## config.mk

```make
export PLATFORM = sky130hd
export DESIGN_NAME = utf16le_to_utf8_transcoder
export DESIGN_NICKNAME = d
export VERILOG_FILES = /design/src/rtl/core/u16u8_pkg.sv /design/src/rtl/core/u16u8_encoder.sv /design/src/rtl/core/u16u8_emitter.sv /design/src/rtl/core/utf16le_to_utf8_transcoder.sv
export SDC_FILE = /design/constraint.sdc
export NUM_CORES = 1
export LEC_CHECK = 0
export BUFFER_PORTS_ARGS = -buffer_cell sky130_fd_sc_hd__buf_2
export CORE_MARGIN = 1
export CORE_UTILIZATION = 63
export CTS_BUF_LIST = sky130_fd_sc_hd__clkbuf_8
export CTS_CLUSTER_SIZE = 20
export DETAILED_ROUTE_END_ITERATION = 10
export HOLD_SLACK_MARGIN = 0.08
export PLACE_DENSITY = 0.83
export SLEW_MARGIN = 10
export SYNTH_ARGS = -nofsm -noshare
export SYNTH_HDL_FRONTEND = slang
export SYNTH_HIERARCHICAL = 1
export SYNTH_SLANG_ARGS = --single-unit
```

## constraint.sdc

```tcl
create_clock -name clk_i -period 6.7 [get_ports clk_i]
set_input_delay 1.675 -clock clk_i [delete_from_list [all_inputs] [get_ports clk_i]]
set_output_delay 1.675 -clock clk_i [all_outputs]
set_load 0.02 [all_outputs]
```

## src/rtl/core/u16u8_pkg.sv

```systemverilog
// ----------------------------------------------------------------------------
// u16u8_pkg
// Shared widths, constants and types of the UTF-16LE to UTF-8 transcoder.
// ----------------------------------------------------------------------------
package u16u8_pkg;

  localparam int unsigned UnitW      = 16;
  localparam int unsigned ByteW      = 8;
  localparam int unsigned CapW       = 12;
  localparam int unsigned PayloadW   = 10;
  localparam int unsigned CpW        = 21;
  localparam int unsigned MaxChar    = 4;
  localparam int unsigned MaxRes     = MaxChar + 1;
  localparam int unsigned CntW       = $clog2(MaxRes + 1);
  localparam int unsigned BudgetLimit = 4096;
  localparam int unsigned BudgetW    = $clog2(BudgetLimit);

  localparam logic [BudgetW-1:0] BudgetMax   = BudgetW'(BudgetLimit - 1);
  localparam logic [BudgetW-1:0] BudgetFloor = BudgetW'(6);
  localparam logic [CapW-1:0]    CapReset    = CapW'(512);

  // Surrogate window on the high byte of a unit, and UTF-8 markers
  localparam logic [7:0]     SurrFirst = 8'hD8;
  localparam logic [7:0]     SurrEnd   = 8'hE0;
  localparam logic [CpW-1:0] PlaneBase = CpW'(32'h10000);
  localparam logic [CpW-1:0] Max1Byte  = CpW'(32'h7F);
  localparam logic [CpW-1:0] Max2Byte  = CpW'(32'h7FF);
  localparam logic [CpW-1:0] Max3Byte  = CpW'(32'hFFFF);
  localparam logic [7:0]     Lead2     = 8'hC0;
  localparam logic [7:0]     Lead3     = 8'hE0;
  localparam logic [7:0]     Lead4     = 8'hF0;
  localparam logic [7:0]     ContMark  = 8'h80;

  typedef struct packed {
    logic [UnitW-1:0] code_unit;
    logic             last_unit;
    logic             reload_budget;
  } u16u8_item_t;

  typedef struct packed {
    logic                pend_valid;
    logic [PayloadW-1:0] pend_hi;
    logic [BudgetW-1:0]  budget;
  } u16u8_state_t;

  typedef struct packed {
    logic [MaxRes-1:0][ByteW-1:0] bytes;
    logic [CntW-1:0]              count;
    logic                         term;
  } u16u8_res_t;

endpackage

```

## src/rtl/core/u16u8_encoder.sv

```systemverilog
// ----------------------------------------------------------------------------
// u16u8_encoder
// Pairs surrogates, applies the byte budget and builds the UTF-8 byte group.
// ----------------------------------------------------------------------------
module u16u8_encoder
  import u16u8_pkg::*;
(
  input  u16u8_item_t  item_i,
  input  u16u8_state_t state_i,
  input  logic [CapW-1:0] capacity_i,
  output u16u8_state_t state_o,
  output u16u8_res_t   res_o
);

  logic [CpW-1:0]               cp;
  logic                         have_char;
  logic                         do_enc;
  logic [BudgetW-1:0]           budget_start;
  logic [BudgetW-1:0]           budget_mid;
  logic [BudgetW-1:0]           capped;
  logic [CntW-1:0]              n_char;
  logic [MaxChar-1:0][ByteW-1:0] chb;

  always_comb begin
    if (32'(capacity_i) > 32'(BudgetMax)) begin
      capped = BudgetMax;
    end else begin
      capped = BudgetW'(capacity_i);
    end
  end

  always_comb begin
    cp        = '0;
    have_char = 1'b0;
    state_o   = state_i;
    budget_start = item_i.reload_budget ? capped : state_i.budget;

    if (state_i.pend_valid) begin
      cp = PlaneBase + CpW'({state_i.pend_hi, item_i.code_unit[PayloadW-1:0]});
      state_o.pend_valid = 1'b0;
      state_o.pend_hi    = '0;
      have_char          = 1'b1;
    end else if (item_i.code_unit[15:8] >= SurrFirst && item_i.code_unit[15:8] < SurrEnd) begin
      // Hold any surrogate as a first half; drop it on the last unit
      if (!item_i.last_unit) begin
        state_o.pend_hi    = item_i.code_unit[PayloadW-1:0];
        state_o.pend_valid = 1'b1;
      end
    end else begin
      cp        = CpW'(item_i.code_unit);
      have_char = 1'b1;
    end

    do_enc = have_char && (budget_start > BudgetFloor);

    chb = '0;
    priority if (cp <= Max1Byte) begin
      n_char = CntW'(1);
      chb[0] = cp[7:0];
    end else if (cp <= Max2Byte) begin
      n_char = CntW'(2);
      chb[0] = Lead2 | {3'b000, cp[10:6]};
      chb[1] = ContMark | {2'b00, cp[5:0]};
    end else if (cp <= Max3Byte) begin
      n_char = CntW'(3);
      chb[0] = Lead3 | {4'b0000, cp[15:12]};
      chb[1] = ContMark | {2'b00, cp[11:6]};
      chb[2] = ContMark | {2'b00, cp[5:0]};
    end else begin
      n_char = CntW'(4);
      chb[0] = Lead4 | {5'b00000, cp[20:18]};
      chb[1] = ContMark | {2'b00, cp[17:12]};
      chb[2] = ContMark | {2'b00, cp[11:6]};
      chb[3] = ContMark | {2'b00, cp[5:0]};
    end

    if (!do_enc) begin
      n_char = '0;
      chb    = '0;
    end

    budget_mid = budget_start - BudgetW'(n_char);
    if (item_i.last_unit && budget_mid != '0) begin
      state_o.budget = budget_mid - BudgetW'(1);
    end else begin
      state_o.budget = budget_mid;
    end

    // Terminator slot right after the character bytes is already zero
    res_o.bytes = {{ByteW{1'b0}}, chb};
    res_o.count = n_char + CntW'(item_i.last_unit);
    res_o.term  = item_i.last_unit;
  end

endmodule

```

## src/rtl/core/u16u8_emitter.sv

```systemverilog
// ----------------------------------------------------------------------------
// u16u8_emitter
// Result register for one byte group; shifts one byte out per transfer.
// ----------------------------------------------------------------------------
module u16u8_emitter
  import u16u8_pkg::*;
(
  input  logic       clk_i,
  input  logic       rst_ni,
  input  logic       load_i,
  input  u16u8_res_t res_i,
  output logic       free_o,
  output logic       m_axis_tvalid_o,
  input  logic       m_axis_tready_i,
  output logic [7:0] m_axis_tdata_o,  // [7:0] out_byte
  output logic       m_axis_tuser_o,  // [0] is_terminator
  output logic       m_axis_tlast_o   // last_of_run
);

  logic [MaxRes-1:0][ByteW-1:0] bytes_q, bytes_d;
  logic [CntW-1:0]              cnt_q, cnt_d;
  logic                         term_q, term_d;
  logic                         xfer;

  assign xfer   = m_axis_tvalid_o && m_axis_tready_i;
  assign free_o = (cnt_q == '0) || (cnt_q == CntW'(1) && m_axis_tready_i);

  always_comb begin
    bytes_d = bytes_q;
    cnt_d   = cnt_q;
    term_d  = term_q;
    if (load_i) begin
      bytes_d = res_i.bytes;
      cnt_d   = res_i.count;
      term_d  = res_i.term;
    end else if (xfer) begin
      bytes_d = {{ByteW{1'b0}}, bytes_q[MaxRes-1:1]};
      cnt_d   = cnt_q - CntW'(1);
    end
  end

  always_ff @(posedge clk_i or negedge rst_ni) begin
    if (!rst_ni) begin
      cnt_q  <= '0;
      term_q <= 1'b0;
    end else begin
      cnt_q  <= cnt_d;
      term_q <= term_d;
    end
  end

  always_ff @(posedge clk_i) begin
    bytes_q <= bytes_d;
  end

  assign m_axis_tvalid_o = (cnt_q != '0);
  assign m_axis_tdata_o  = bytes_q[0];
  assign m_axis_tlast_o  = (cnt_q == CntW'(1));
  assign m_axis_tuser_o  = term_q && (cnt_q == CntW'(1));

  // The terminator always closes its run and carries a zero byte
  a_term_last: assert property (@(posedge clk_i) disable iff (!rst_ni)
    m_axis_tvalid_o && m_axis_tuser_o |-> m_axis_tlast_o && m_axis_tdata_o == 8'h00)
    else $error("terminator not last or not zero");

  // A group is never replaced while bytes that cannot leave remain
  a_no_overwrite: assert property (@(posedge clk_i) disable iff (!rst_ni)
    load_i |-> cnt_q == '0 || (cnt_q == CntW'(1) && m_axis_tready_i))
    else $error("result group overwritten");

endmodule

```

## src/rtl/core/utf16le_to_utf8_transcoder.sv

```systemverilog
// ----------------------------------------------------------------------------
// utf16le_to_utf8_transcoder
// UTF-16LE code units in, UTF-8 bytes out, with an output byte budget.
// ----------------------------------------------------------------------------
// Each transfer on the slave side carries one UTF-16 code unit. A surrogate
// unit (high byte D8-DF) with nothing pending is held as the first half of a
// pair (or dropped if it is the last unit), and whatever unit follows
// completes it using its low 10 bits. Every completed character is encoded
// to 1-4 UTF-8 bytes while the remaining budget exceeds 6 and is dropped
// otherwise; tlast on the input appends a NUL terminator (tuser high on the
// output) and takes one more from the budget, saturating at zero. tuser on
// the input reloads the budget from the capacity register before the unit is
// handled. The unit sits in an input register, is encoded in one pass of
// logic and lands in a result register whose bytes leave one per cycle while
// the output is ready. A unit yields 0 to 5 bytes, and one that yields none
// takes no output transfer. The input register can hold the next unit while
// a group drains, and a new unit is taken in the same cycle the last byte of
// the previous group is transferred.
// ----------------------------------------------------------------------------
module utf16le_to_utf8_transcoder
  import u16u8_pkg::*;
(
  input  logic        clk_i,
  input  logic        rst_ni,
  input  logic        cfg_wr_en_i,
  input  logic [11:0] cfg_wr_data_i,    // buffer_capacity
  input  logic        s_axis_tvalid_i,
  output logic        s_axis_tready_o,
  input  logic [15:0] s_axis_tdata_i,   // [15:0] code_unit
  input  logic        s_axis_tlast_i,   // last_unit
  input  logic        s_axis_tuser_i,   // [0] reload_budget
  output logic        m_axis_tvalid_o,
  input  logic        m_axis_tready_i,
  output logic [7:0]  m_axis_tdata_o,   // [7:0] out_byte
  output logic        m_axis_tuser_o,   // [0] is_terminator
  output logic        m_axis_tlast_o    // last_of_run
);

  logic         in_valid_q, in_valid_d;
  u16u8_item_t  item_q, item_d;
  u16u8_state_t state_q, state_d;
  logic [CapW-1:0] cap_q, cap_d;
  u16u8_state_t state_nxt;
  u16u8_res_t   res;
  logic         res_free;
  logic         load;
  logic         in_xfer;

  // Encode the held unit once the result register can take its group
  assign load            = in_valid_q && res_free;
  assign s_axis_tready_o = !in_valid_q || load;
  assign in_xfer         = s_axis_tvalid_i && s_axis_tready_o;

  always_comb begin
    in_valid_d = in_valid_q;
    item_d     = item_q;
    if (in_xfer) begin
      in_valid_d           = 1'b1;
      item_d.code_unit     = s_axis_tdata_i;
      item_d.last_unit     = s_axis_tlast_i;
      item_d.reload_budget = s_axis_tuser_i;
    end else if (load) begin
      in_valid_d = 1'b0;
    end
  end

  assign state_d = load ? state_nxt : state_q;
  assign cap_d   = cfg_wr_en_i ? cfg_wr_data_i : cap_q;

  always_ff @(posedge clk_i or negedge rst_ni) begin
    if (!rst_ni) begin
      in_valid_q         <= 1'b0;
      state_q.pend_valid <= 1'b0;
      state_q.pend_hi    <= '0;
      state_q.budget     <= BudgetW'(CapReset);
      cap_q              <= CapReset;
    end else begin
      in_valid_q <= in_valid_d;
      state_q    <= state_d;
      cap_q      <= cap_d;
    end
  end

  // Payload of the input register: no reset
  always_ff @(posedge clk_i) begin
    item_q <= item_d;
  end

  u16u8_encoder u_encoder (
    .item_i     (item_q),
    .state_i    (state_q),
    .capacity_i (cap_q),
    .state_o    (state_nxt),
    .res_o      (res)
  );

  u16u8_emitter u_emitter (
    .clk_i           (clk_i),
    .rst_ni          (rst_ni),
    .load_i          (load),
    .res_i           (res),
    .free_o          (res_free),
    .m_axis_tvalid_o (m_axis_tvalid_o),
    .m_axis_tready_i (m_axis_tready_i),
    .m_axis_tdata_o  (m_axis_tdata_o),
    .m_axis_tuser_o  (m_axis_tuser_o),
    .m_axis_tlast_o  (m_axis_tlast_o)
  );

  // Without a reload the budget can only shrink
  a_budget_down: assert property (@(posedge clk_i) disable iff (!rst_ni)
    !(load && item_q.reload_budget) |=> state_q.budget <= $past(state_q.budget))
    else $error("budget grew without reload");

  // A string end never leaves a half pair pending
  a_last_clears: assert property (@(posedge clk_i) disable iff (!rst_ni)
    load && item_q.last_unit |=> !state_q.pend_valid)
    else $error("pending half survived last unit");

endmodule

```

# Word-level counts from Yosys, hierarchy flattened
# Cells that the tools add are included.
word_totals:
  reg_bits: 90
  latchBits: 0
  mem_bits_rw: 0
  rom_bits: 0
  in_bits: 35
  output_inout_bits: 12
  elab_cells: 71
  mem_count: 0
classes:
  add_sub_neg: 5
  multipliers: 0
  n_div: 0
  order_cmp: 6
  eq_ne: 2
  n_shift: 0
  n_mux: 26
  bitwise: 0
  reduce_logical: 18
ops:
  columns: ["cell", "n"]
  rows:
  - ["$mux 32", 3]
  - ["$mux 16", 3]
  - ["$mux 11", 3]
  - ["$mux 12", 2]
  - ["$mux 24", 1]
  - ["$mux 22", 1]
  - ["$add 17x20->21 const A", 1]
  - ["$le 21x11->1 const B", 1]
  - ["$le 21x16->1 const B", 1]
  - ["$le 21x7->1 const B", 1]
  - ["$mux 21", 1]
  - ["$mux 3", 6]
  - ["$mux 8", 2]
  - ["$gt 12x3->1 const B", 1]
  - ["$reduce_bool 12->1", 1]
  - ["$sub 12x1->12 const B", 1]
  - ["$sub 12x3->12", 1]
  - ["$ge 8x8->1 const B", 1]
  - ["$logic_and 1x1->1", 8]
  - ["$lt 8x8->1 const B", 1]
  - ["$reduce_bool 2->1", 3]
  - ["$mux 1", 4]
  - ["$add 3x1->3", 1]
  - ["$eq 3x1->1 const B", 1]
  - ["other kinds (7)", 8]

# Depth between registers and ports, before layout
# Gate-level depths: netlist of run 1.
depth:
  ltp_word: 13
  depth_mapped: 20
  mapped_depth_nobuf: 19

# Hierarchy
# The synthesis of run 1 kept the hierarchy.
modules_own_cells:
  columns: ["mod", "instances", "cells_per_inst", "area_per_inst_um2", "seq_area_each_um2"]
  rows:
  - ["u16u8_encoder", 1, 307, 2062.0, 0.0]
  - ["u16u8_emitter", 1, 123, 1995.7, 1301.2]
  - ["utf16le_to_utf8_transcoder", 1, 97, 1969.4, 1443.9]

# Least setup slack after synthesis of run 1
# Ideal clock, no wire load.
synth_path:
  path_kind: "register to register"
  startpoint: "register state_q[18] (netlist name)"
  endpoint: "register state_q[10] (netlist name)"
  setup_ns: 0.125
  arrival_ns: 4.471
  required_ns: 6.575
  path_slack_ns: 2.104
  stages_incl_launch_ff: 20
  path_buffers: 2
  period_less_slack_ns: 4.596
  path_cell_list: "dfrtp_1 > ha_1 > o21ai_0 > nand3b_1 > a21oi_1 > clkbuf_1 > clkbuf_1 > a21oi_1 > nor2_1 > ha_1 > inv_1 > fa_1 > a21oi_1 > nand2_1 > nor3b_1 > xnor2_1 > nor4_4 > nand4_1 > mux2_2 > mux2_4"
synth_rtl:
  columns: ["element", "line_no", "source"]
  rows:
  - ["start: declaration", "utf16le_to_utf8_transcoder.sv:41", "u16u8_state_t state_q, state_d;"]
  - ["start signal: assignment", "utf16le_to_utf8_transcoder.sv:79", "state_q <= state_d;"]

==> results of run 1 <==
-- worst max-delay path, cell delays in order, from the launching register on --
cell and delay (ps):
edfxtp_1 1060, nor2_1 210, a22oi_2 420, nor3_1 100
o211ai_1 110, nand2_1 270, or2_2 520, inv_1 110
nand2_1 90, fa_1 490, a21oi_1 430, nand2_1 160
nor3b_1 260, xnor2_1 190, nor4_4 560, nand4_1 180
mux2_2 300, mux2_4 260
-- stage by stage --
stage | setup WS, ps | cells | hold slack [ps]
2_1_floorplan | 2100 | 537 | 472
3_3_place_gp | 1190 | 669 | 494
3_5_place_dp | 989 | 669 | 501
4_1_cts | 963 | 685 | 527
5_1_grt | 368 | 685 | 535
6_report | 851 | 685 | 531
-- per-layer routing --
metal | GRT usage [%] | share of wire [%] | vias to the layer above
met3 | 4.46 | 5.1 | 24
met1 | 34.2 | 44 | 1914
li1 | - | - | 1930
met4 | 8.94 | 1.9 | 0
met5 | 0 | 0 | -
met2 | 43.6 | 49 | 130
-- synthesized netlist by cell type, types with 4 or more instances --
master / number
edfxtp_1: 58
mux2_2: 56
nor2_1: 42
dfrtp_1: 38
nand2_1: 36
buf_4: 24
a21oi_1: 22
and2_1: 20
mux2_4: 20
mux2i_1: 19
inv_1: 15
o21ai_0: 12
clkbuf_1: 11
ha_1: 11
xnor2_1: 11
a31oi_1: 9
nor3_1: 9
a211oi_1: 8
nand3_1: 7
buf_6: 6
nand2b_1: 5
nor2b_1: 5
xor2_1: 5
a21o_1: 4
a221o_1: 4
-- sequential cells by signal, summed over array words and instances (netlist names) --
signal                    flops
in_valid_q                    1
u_emitter/term_q              1
u_emitter/m_axis_tdata_o      8
cap_q                        12
item_q                       18
u_emitter/cnt_q               3
state_q                      23
u_emitter/bytes_q            32
-- area by class of cell --
cell class	instances	area share, %
Clock buffer	9	1.96
Clock inverter	7	0.830
Inverter	16	0.948
Multi-Input combinational cell	376	46.3
Sequential cell	98	43.4
Tap cell	129	2.55
Timing Repair Buffer	50	4.11
-- logic make-up (layout without fill, tap and decap cells) --
kind of cell / after synthesis / after routing / share of synthesized area, %
XOR/XNOR: 16 / 16 / 2.33
AND/OR/NAND/NOR: 155 / 155 / 14.0
buffers and inverters: 63 / 82 / 6.52
flip-flops: 98 / 98 / 45.5
multiplexers: 97 / 97 / 19.2
adder cells (fa/ha/maj): 12 / 12 / 2.62
AO/OA/AOI/OAI: 85 / 85 / 9.78
other: 1 / 11 / 0.0622
-- power breakdown --
group | switching (W) | internal (W) | leakage, nW | total (W)
sequential | 0.000156 | 0.000983 | 1.06 | 0.00114
combinational | 0.000780 | 0.000663 | 1.47 | 0.00144
clock | 0.000211 | 0.000138 | 0.0872 | 0.000350
-- path summary, 6_finish.rpt --
path / from / end / slack [ps] / depth (start not counted)
worst max-delay path: item_q[0] / state_q[10] / 850 / 17
worst min-delay path: u_emitter/term_q / u_emitter/term_q / 530 / 1
worst max register to register: item_q[0] / state_q[10] / 850 / 17
worst min register to register: u_emitter/term_q / u_emitter/term_q / 530 / 1
max in group asynchronous: rst_ni / u_emitter/term_q / 4690 / 1
min in group asynchronous: rst_ni / state_q[15] / 1430 / 1
==> results.json, run 1 <==
{
  "status": "complete, no violations",
  "fin_util_pct": 68.5,
  "cts_tree": "built",
  "synth_top_area_share_pct": 28.9,
  "yosys.area.top_type": "edfxtp_1",
  "grt_start_max_net_pins": 51,
  "grt_pass1_wl_um": 19700,
  "diodes": 0,
  "critPathArrivalTime_ps": 6100,
  "synth_warnings": 6,
  "period_minus_slack_ps": 5850,
  "htreeDepth": 3,
  "critPathKind": "register to register",
  "cts_buffer_depth": 2,
  "hold_path_class": "register to register",
  "synth_top_cells_by_area": "edfxtp_1 29%, dfrtp_1 16%, mux2_2 10%, mux2_4 5.0%, mux2i_1 3.2%",
  "multi_input_area_sq_um": 2930,
  "area_growth_pct": 5.07,
  "cts-root-buf": "clkbuf_8",
  "fmax_mhz": 171,
  "ctsResizeCount": 0,
  "yosys.cell_types.count": 74,
  "path_clk_slew_ps": 90,
  "grt_pass1_vias": 3891,
  "drt_wl_total_um": 12000,
  "first_iter_violations": 211,
  "fp.dieH_um": 99.8,
  "numCtsBuffers": 9,
  "slew_viol_final": 0,
  "gp_congestion": 0.907,
  "dp_hpwl_um": 8620,
  "report.final.setup_viol": 0,
  "clk_latency_ps": 360,
  "dieWidth_um": 99.8,
  "cts.sinks": 98,
  "final_common_cell": "edfxtp_1",
  "fill_cells": 691,
  "synth_edf_count": 58,
  "avgRoutedWirePerCell_um": 17.6,
  "num_vias": 3998,
  "cts_setup_buffers": 0,
  "relSlewSlack_pct": 21.5,
  "first_pass_iters": 5,
  "worstPathMaxFanout": 23,
  "final_area_sq_um": 6330,
  "final_cell_mix": "58 x edfxtp_1, 56 x mux2_2, 46 x buf_2",
  "placed_area_sq_um": 6160,
  "initial_core_util_pct": 65.2,
  "critPathLaunchType": "register",
  "required_ps": 6950,
  "viasPerCell": 5.84,
  "syn_area_sq_um": 6030,
  "cp-end-kind": "register",
  "rsz0062_at_grt": "no",
  "tightest_slew_ps": 1170,
  "io_buffers": 46,
  "grt_overflow": 0,
  "max_cap_violations": 0,
  "drc": 0,
  "rows": 35,
  "period_share_pct": 87.3,
  "p_total_w": 0.00293,
  "postRouteAntennaNets": 0,
  "layout.nets": 598,
  "seq_area_frac_synth_pct": 45.5,
  "seq_area_sq_um": 2750,
  "fin_tns_setup_ps": 0,
  "async_flop_share_pct": 40.8,
  "io_pins": 47,
  "final-hold-violation-count": 0,
  "p_leak_nw": 2.61,
  "cts_hold_buffers": 0,
  "synthCells": 527,
  "drive_gt1_share_pct": 29.9,
  "grt_use_total_pct": 26.0,
  "finClkSkew_ps": 9.63,
  "ys_ff_latch": 98,
  "fp.coreArea_sq_um": 9240,
  "synth_ff_type": "edfxtp_1",
  "p_per_area_nw_per_um2": 463,
  "avgSynthCellArea_sq_um": 11.4,
  "irDropWorstVdd_mv": 0.553,
  "dieArea_sq_um": 9960,
  "antenna_found_initial": 0
}
No activity file was read; power rests on OpenSTA's default activity.
==> inputs of run 2 (changes only) <==
--- a/config.mk
+++ b/config.mk
@@ -6,13 +6,13 @@
 export NUM_CORES = 1
 export LEC_CHECK = 0
 export BUFFER_PORTS_ARGS = -buffer_cell sky130_fd_sc_hd__buf_2
+export CAP_MARGIN = 20
 export CORE_MARGIN = 1
-export CORE_UTILIZATION = 63
+export CORE_UTILIZATION = 45
 export CTS_BUF_LIST = sky130_fd_sc_hd__clkbuf_8
 export CTS_CLUSTER_SIZE = 20
 export DETAILED_ROUTE_END_ITERATION = 10
 export HOLD_SLACK_MARGIN = 0.08
-export PLACE_DENSITY = 0.83
 export SLEW_MARGIN = 10
 export SYNTH_ARGS = -nofsm -noshare
 export SYNTH_HDL_FRONTEND = slang
==> run 2 against run 1 <==
Effect of this change:
- clock power is 44% higher
- die area up 39%
- final area increased by 2.4%
- critical path depth unchanged
- highest routed layer unchanged
==> results.json, run 2 (same netlist as run 1, synthesis figures left out) <==
{
  "status": "complete, no violations",
  "final_area_sq_um": 6480,
  "worstPathMaxFanout": 23,
  "rows": 41,
  "sequentialPowerShare_pct": 37.0,
  "final-hold-violation-count": 0,
  "gp_congestion": 0.873,
  "critPathLaunchType": "register",
  "dieWidth_um": 118,
  "max_stage_delay_ps": 1020,
  "period_minus_slack_ps": 5820,
  "io_buffers": 46,
  "first_pass_iters": 4,
  "area_growth_pct": 7.56,
  "switching_share_pct": 37.1,
  "final_common_cell": "edfxtp_1",
  "p_per_area_nw_per_um2": 475,
  "layout.nets": 598,
  "required_ps": 6960,
  "finClkSkew_ps": 10.4,
  "regMostFlops": "u_emitter/bytes_q",
  "path_clk_slew_ps": 90,
  "dieArea_sq_um": 13900,
  "grt_use_total_pct": 19.0,
  "reg.largest.list": "u_emitter/bytes_q (32), state_q (23), item_q (18)",
  "comb_power_share_pct": 46.6,
  "cts_setup_buffers": 0,
  "p_leak_nw": 2.66,
  "cpMostUsedCell": "nand2_1",
  "numCtsBuffers": 9,
  "fp.dieH_um": 118,
  "first_iter_violations": 261,
  "drc": 0,
  "fin_util_pct": 50.5,
  "p_int_w": 0.00194,
  "ctsResizeCount": 0,
  "num_vias": 3949,
  "cts_tree": "built",
  "power_frac_clock_pct": 16.4,
  "final_cell_mix": "58 x edfxtp_1, 56 x mux2_2, 46 x buf_2",
  "slew_viol_final": 0,
  "viasPerCell": 5.42,
  "htreeDepth": 3,
  "diodes": 0,
  "holdWs_ps": 517,
  "layout_setup_ws_ps": 881,
  "cp_top_family": "simple AND/OR/NAND/NOR gates",
  "tightest_slew_ps": 1060,
  "cp-end-kind": "register",
  "multi_input_area_sq_um": 2930,
  "fp.coreArea_sq_um": 12800,
  "postRouteAntennaNets": 0,
  "cts.sinks": 98,
  "antenna_found_initial": 0,
  "cts_buffer_depth": 2,
  "relSlewSlack_pct": 29.1,
  "critPathKind": "register to register",
  "drt_wl_total_um": 12500,
  "path_cells": "nor2_1 > a22oi_2 > nor3_1 > o211ai_1 > nand2_1 > or2_2 > inv_1 > nand2_1 > fa_1 > a21oi_1 > nand2_1 > nor3b_1 > xnor2_1 > nor4_4 > nand4_1 > mux2_2 > mux2_4",
  "critPathArrivalTime_ps": 6080,
  "clk_latency_ps": 380,
  "fmax_mhz": 172,
  "grt_pass1_wl_um": 20500,
  "grt_start_max_net_pins": 50,
  "cts_hold_buffers": 0,
  "seq_area_sq_um": 2750,
  "cts-root-buf": "clkbuf_8",
  "largest_register_ffs": 32,
  "period_share_pct": 86.8,
  "io_pins": 47,
  "slowest_stage": "edfxtp_1",
  "dp_hpwl_um": 9020,
  "switchingPower_w": 0.00114,
  "placed_area_sq_um": 6210,
  "max_cap_violations": 0,
  "hold_path_class": "register to register",
  "report.final.setup_viol": 0,
  "initial_core_util_pct": 47.0,
  "fin_tns_setup_ps": 0,
  "worst-path-buf-inv": 1,
  "grt_pass1_vias": 3931,
  "fill_cells": 1181,
  "irDropWorstVdd_mv": 0.373,
  "rsz0062_at_grt": "no",
  "pre_cts_slack_ps": 925,
  "grt_overflow": 0,
  "drive_gt1_share_pct": 30.2,
  "avgRoutedWirePerCell_um": 17.1
}
-- run 2: layer usage --
metal / vias up / wire, um / track usage [%]
li1: 1932 / - / -
met5: - / 0 / 0
met1: 1905 / 5960 / 25.6
met3: 14 / 539 / 3.92
met2: 98 / 5730 / 30.3
met4: 0 / 220 / 6.97
-- run 2: path summary, 6_finish.rpt --
kind | startpoint | end | slack [ps] | depth (start not counted)
setup / recovery | item_q[0] | state_q[10] | 880 | 17
hold / removal | state_q[11] | state_q[11] | 520 | 1
setup reg to reg | item_q[0] | state_q[10] | 880 | 17
hold reg to reg | state_q[11] | state_q[11] | 520 | 1
max in group asynchronous | rst_ni | u_emitter/cnt_q[0] | 4690 | 1
min in group asynchronous | rst_ni | cap_q[4] | 1430 | 1
-- run 2: layout make-up --
| cell class | count | area share, % |
|---|---|---|
| clock buffer | 9 | 1.91 |
| multi-input combinational | 376 | 45.2 |
| timing repair buffer | 50 | 4.01 |
| sequential | 98 | 42.3 |
| tap | 172 | 3.32 |
| clock inverter | 7 | 2.30 |
| inverter | 16 | 0.926 |
-- run 2: worst reg2reg max path, cell delays in order (launching register included) --
cell and delay [ps]:
edfxtp_1 1020, nor2_1 220, a22oi_2 440, nor3_1 90, o211ai_1 140, nand2_1 290
or2_2 520, inv_1 120, nand2_1 100, fa_1 500, a21oi_1 390, nand2_1 170
nor3b_1 250, xnor2_1 190, nor4_4 540, nand4_1 170, mux2_2 300, mux2_4 270
-- run 2: power by group through the flow --
| stage | logic, W | registers (W) | clock network, W |
|---|---|---|---|
| global placement | 0.00141 | 0.00115 | 0 |
| finish | 0.00143 | 0.00114 | 0.000505 |
| global route | 0.00158 | 0.00117 | 0.000541 |
| CTS | 0.00144 | 0.00114 | 0.000524 |
| detailed placement | 0.00143 | 0.00115 | 0 |
| floorplan | 0.00126 | 0.00108 | 0 |
-- run 2: per-stage QoR --
| step | total power, W | instances |
|---|---|---|
| final | 0.00308 | 728 |
| after global routing | 0.00329 | 728 |
| after CTS | 0.00311 | 728 |
| after detailed placement | 0.00259 | 712 |
| after global placement | 0.00256 | 712 |
| after floorplan | 0.00234 | 537 |
==> inputs of run 3 (changes only) <==
--- a/config.mk
+++ b/config.mk
@@ -13,6 +13,7 @@
 export CTS_CLUSTER_SIZE = 20
 export DETAILED_ROUTE_END_ITERATION = 10
 export HOLD_SLACK_MARGIN = 0.08
+export PLACE_DENSITY_LB_ADDON = 0.2
 export SLEW_MARGIN = 10
 export SYNTH_ARGS = -nofsm -noshare
 export SYNTH_HDL_FRONTEND = slang
==> run 3 against run 2 <==
Effect of this change:
- clock power fell by 22%
- critical path depth did not move
- sequential power barely moved
- largest cell class unchanged
==> results.json, run 3 (same netlist as run 1, synthesis figures left out) <==
{
  "status": "complete, no violations",
  "io_pins": 47,
  "cts.sinks": 98,
  "path_clk_slew_ps": 100,
  "grt_pass1_wl_um": 21300,
  "drt_wl_total_um": 12800,
  "worstPathMaxFanout": 23,
  "numCtsBuffers": 9,
  "fp.dieH_um": 118,
  "slew_viol_final": 0,
  "period_share_pct": 87.6,
  "num_vias": 4011,
  "drc": 0,
  "fin_util_pct": 49.9,
  "p_leak_nw": 2.63,
  "drive_gt1_share_pct": 29.9,
  "cts-root-buf": "clkbuf_8",
  "ctsResizeCount": 0,
  "pre_cts_slack_ps": 904,
  "hp-start": "state_q[11]",
  "period_minus_slack_ps": 5870,
  "diodes": 0,
  "postRouteAntennaNets": 0,
  "gp_congestion": 0.909,
  "clk_latency_ps": 380,
  "irDropWorstVdd_mv": 0.371,
  "cp-end-kind": "register",
  "first_iter_violations": 330,
  "report.final.setup_viol": 0,
  "first_pass_iters": 7,
  "fmax_mhz": 170,
  "grt_pass1_vias": 4083,
  "cts_tree": "built",
  "rows": 41,
  "reg.largest.list": "u_emitter/bytes_q (32), state_q (23), item_q (18)",
  "critPathLaunchType": "register",
  "max_cap_violations": 0,
  "rsz0062_at_grt": "no",
  "whs_endpoint": "state_q[11]",
  "hold_path_class": "register to register",
  "reg2reg_slack_ps": 830,
  "cts_buffer_depth": 2,
  "antenna_found_initial": 0,
  "min_delay_path_depth": 1,
  "tightest_slew_ps": 1080,
  "htreeDepth": 3,
  "critPathKind": "register to register",
  "grt_use_total_pct": 19.6,
  "fp.coreArea_sq_um": 12800,
  "reg2reg_from": "item_q[0]",
  "final_cell_mix": "58 x edfxtp_1, 56 x mux2_2, 46 x buf_2",
  "cts_hold_buffers": 0,
  "required_ps": 6980,
  "fin_tns_setup_ps": 0,
  "regMostFlops": "u_emitter/bytes_q",
  "area_growth_pct": 6.27,
  "initial_core_util_pct": 47.0,
  "p_per_area_nw_per_um2": 466,
  "relSlewSlack_pct": 27.6,
  "rr_worst_depth": 17,
  "r2r_end": "state_q[10]",
  "avgRoutedWirePerCell_um": 17.6,
  "dieArea_sq_um": 13900,
  "largest_register_ffs": 32,
  "finClkSkew_ps": 18.7,
  "dieWidth_um": 118,
  "grt_start_max_net_pins": 50,
  "io_buffers": 46,
  "viasPerCell": 5.52,
  "critPathArrivalTime_ps": 6150,
  "final-hold-violation-count": 0,
  "dp_hpwl_um": 9060,
  "layout_setup_ws_ps": 827,
  "grt_overflow": 0,
  "final_common_cell": "edfxtp_1",
  "layout.nets": 597,
  "p_total_w": 0.00298,
  "cts_setup_buffers": 0
}
[run 3: how the worst max path moves through the flow]
stage / startpoint / to / slack [ps] / cells past startpoint
finish: item_q[0] / state_q[10] / 830 / 17
global route: item_q[0] / state_q[10] / 360 / 17
CTS: item_q[0] / state_q[10] / 900 / 17
detailed placement: item_q[0] / state_q[10] / 900 / 17
global placement: item_q[0] / state_q[10] / 1180 / 17
floorplan: state_q[18] / state_q[10] / 2100 / 19
[run 3: power breakdown]
group | switching, W | internal (W) | leakage, nW
Combinational | 0.000777 | 0.000662 | 1.46
Sequential | 0.000166 | 0.000983 | 1.06
Clock | 0.000211 | 0.000184 | 0.108
[run 3: area by class of cell]
| class | instances | area [sq um] |
|---|---|---|
| Tap cell | 172 | 215 |
| Fill cell | 1189 | 6420 |
| Inverter | 16 | 60.1 |
| Timing Repair Buffer | 49 | 253 |
| Multi-Input combinational cell | 376 | 2930 |
| Clock inverter | 6 | 65.1 |
| Clock buffer | 10 | 138 |
| Sequential cell | 98 | 2750 |
[run 3: metal layers]
metal | wire length, um | global-route usage (%)
met3 | 745 | 4.89
met2 | 5810 | 30.4
met1 | 6040 | 27.0
met5 | 0 | 0
met4 | 184 | 5.37
[run 3: stage by stage]
step / hold slack (ps) / area (sq um) / cells
2_1_floorplan: 472 / 6060 / 537
3_3_place_gp: 487 / 6200 / 711
3_5_place_dp: 492 / 6200 / 711
4_1_cts: 516 / 6400 / 727
5_1_grt: 526 / 6400 / 727
6_report: 512 / 6400 / 727
[run 3: critical path: stages, from the launching register on]
cell	delay, ps
edfxtp_1	1060
nor2_1	210
a22oi_2	430
nor3_1	110
o211ai_1	150
nand2_1	310
or2_2	530
inv_1	120
nand2_1	100
fa_1	490
a21oi_1	400
nand2_1	150
nor3b_1	250
xnor2_1	180
nor4_4	500
nand4_1	170
mux2_2	310
mux2_4	260
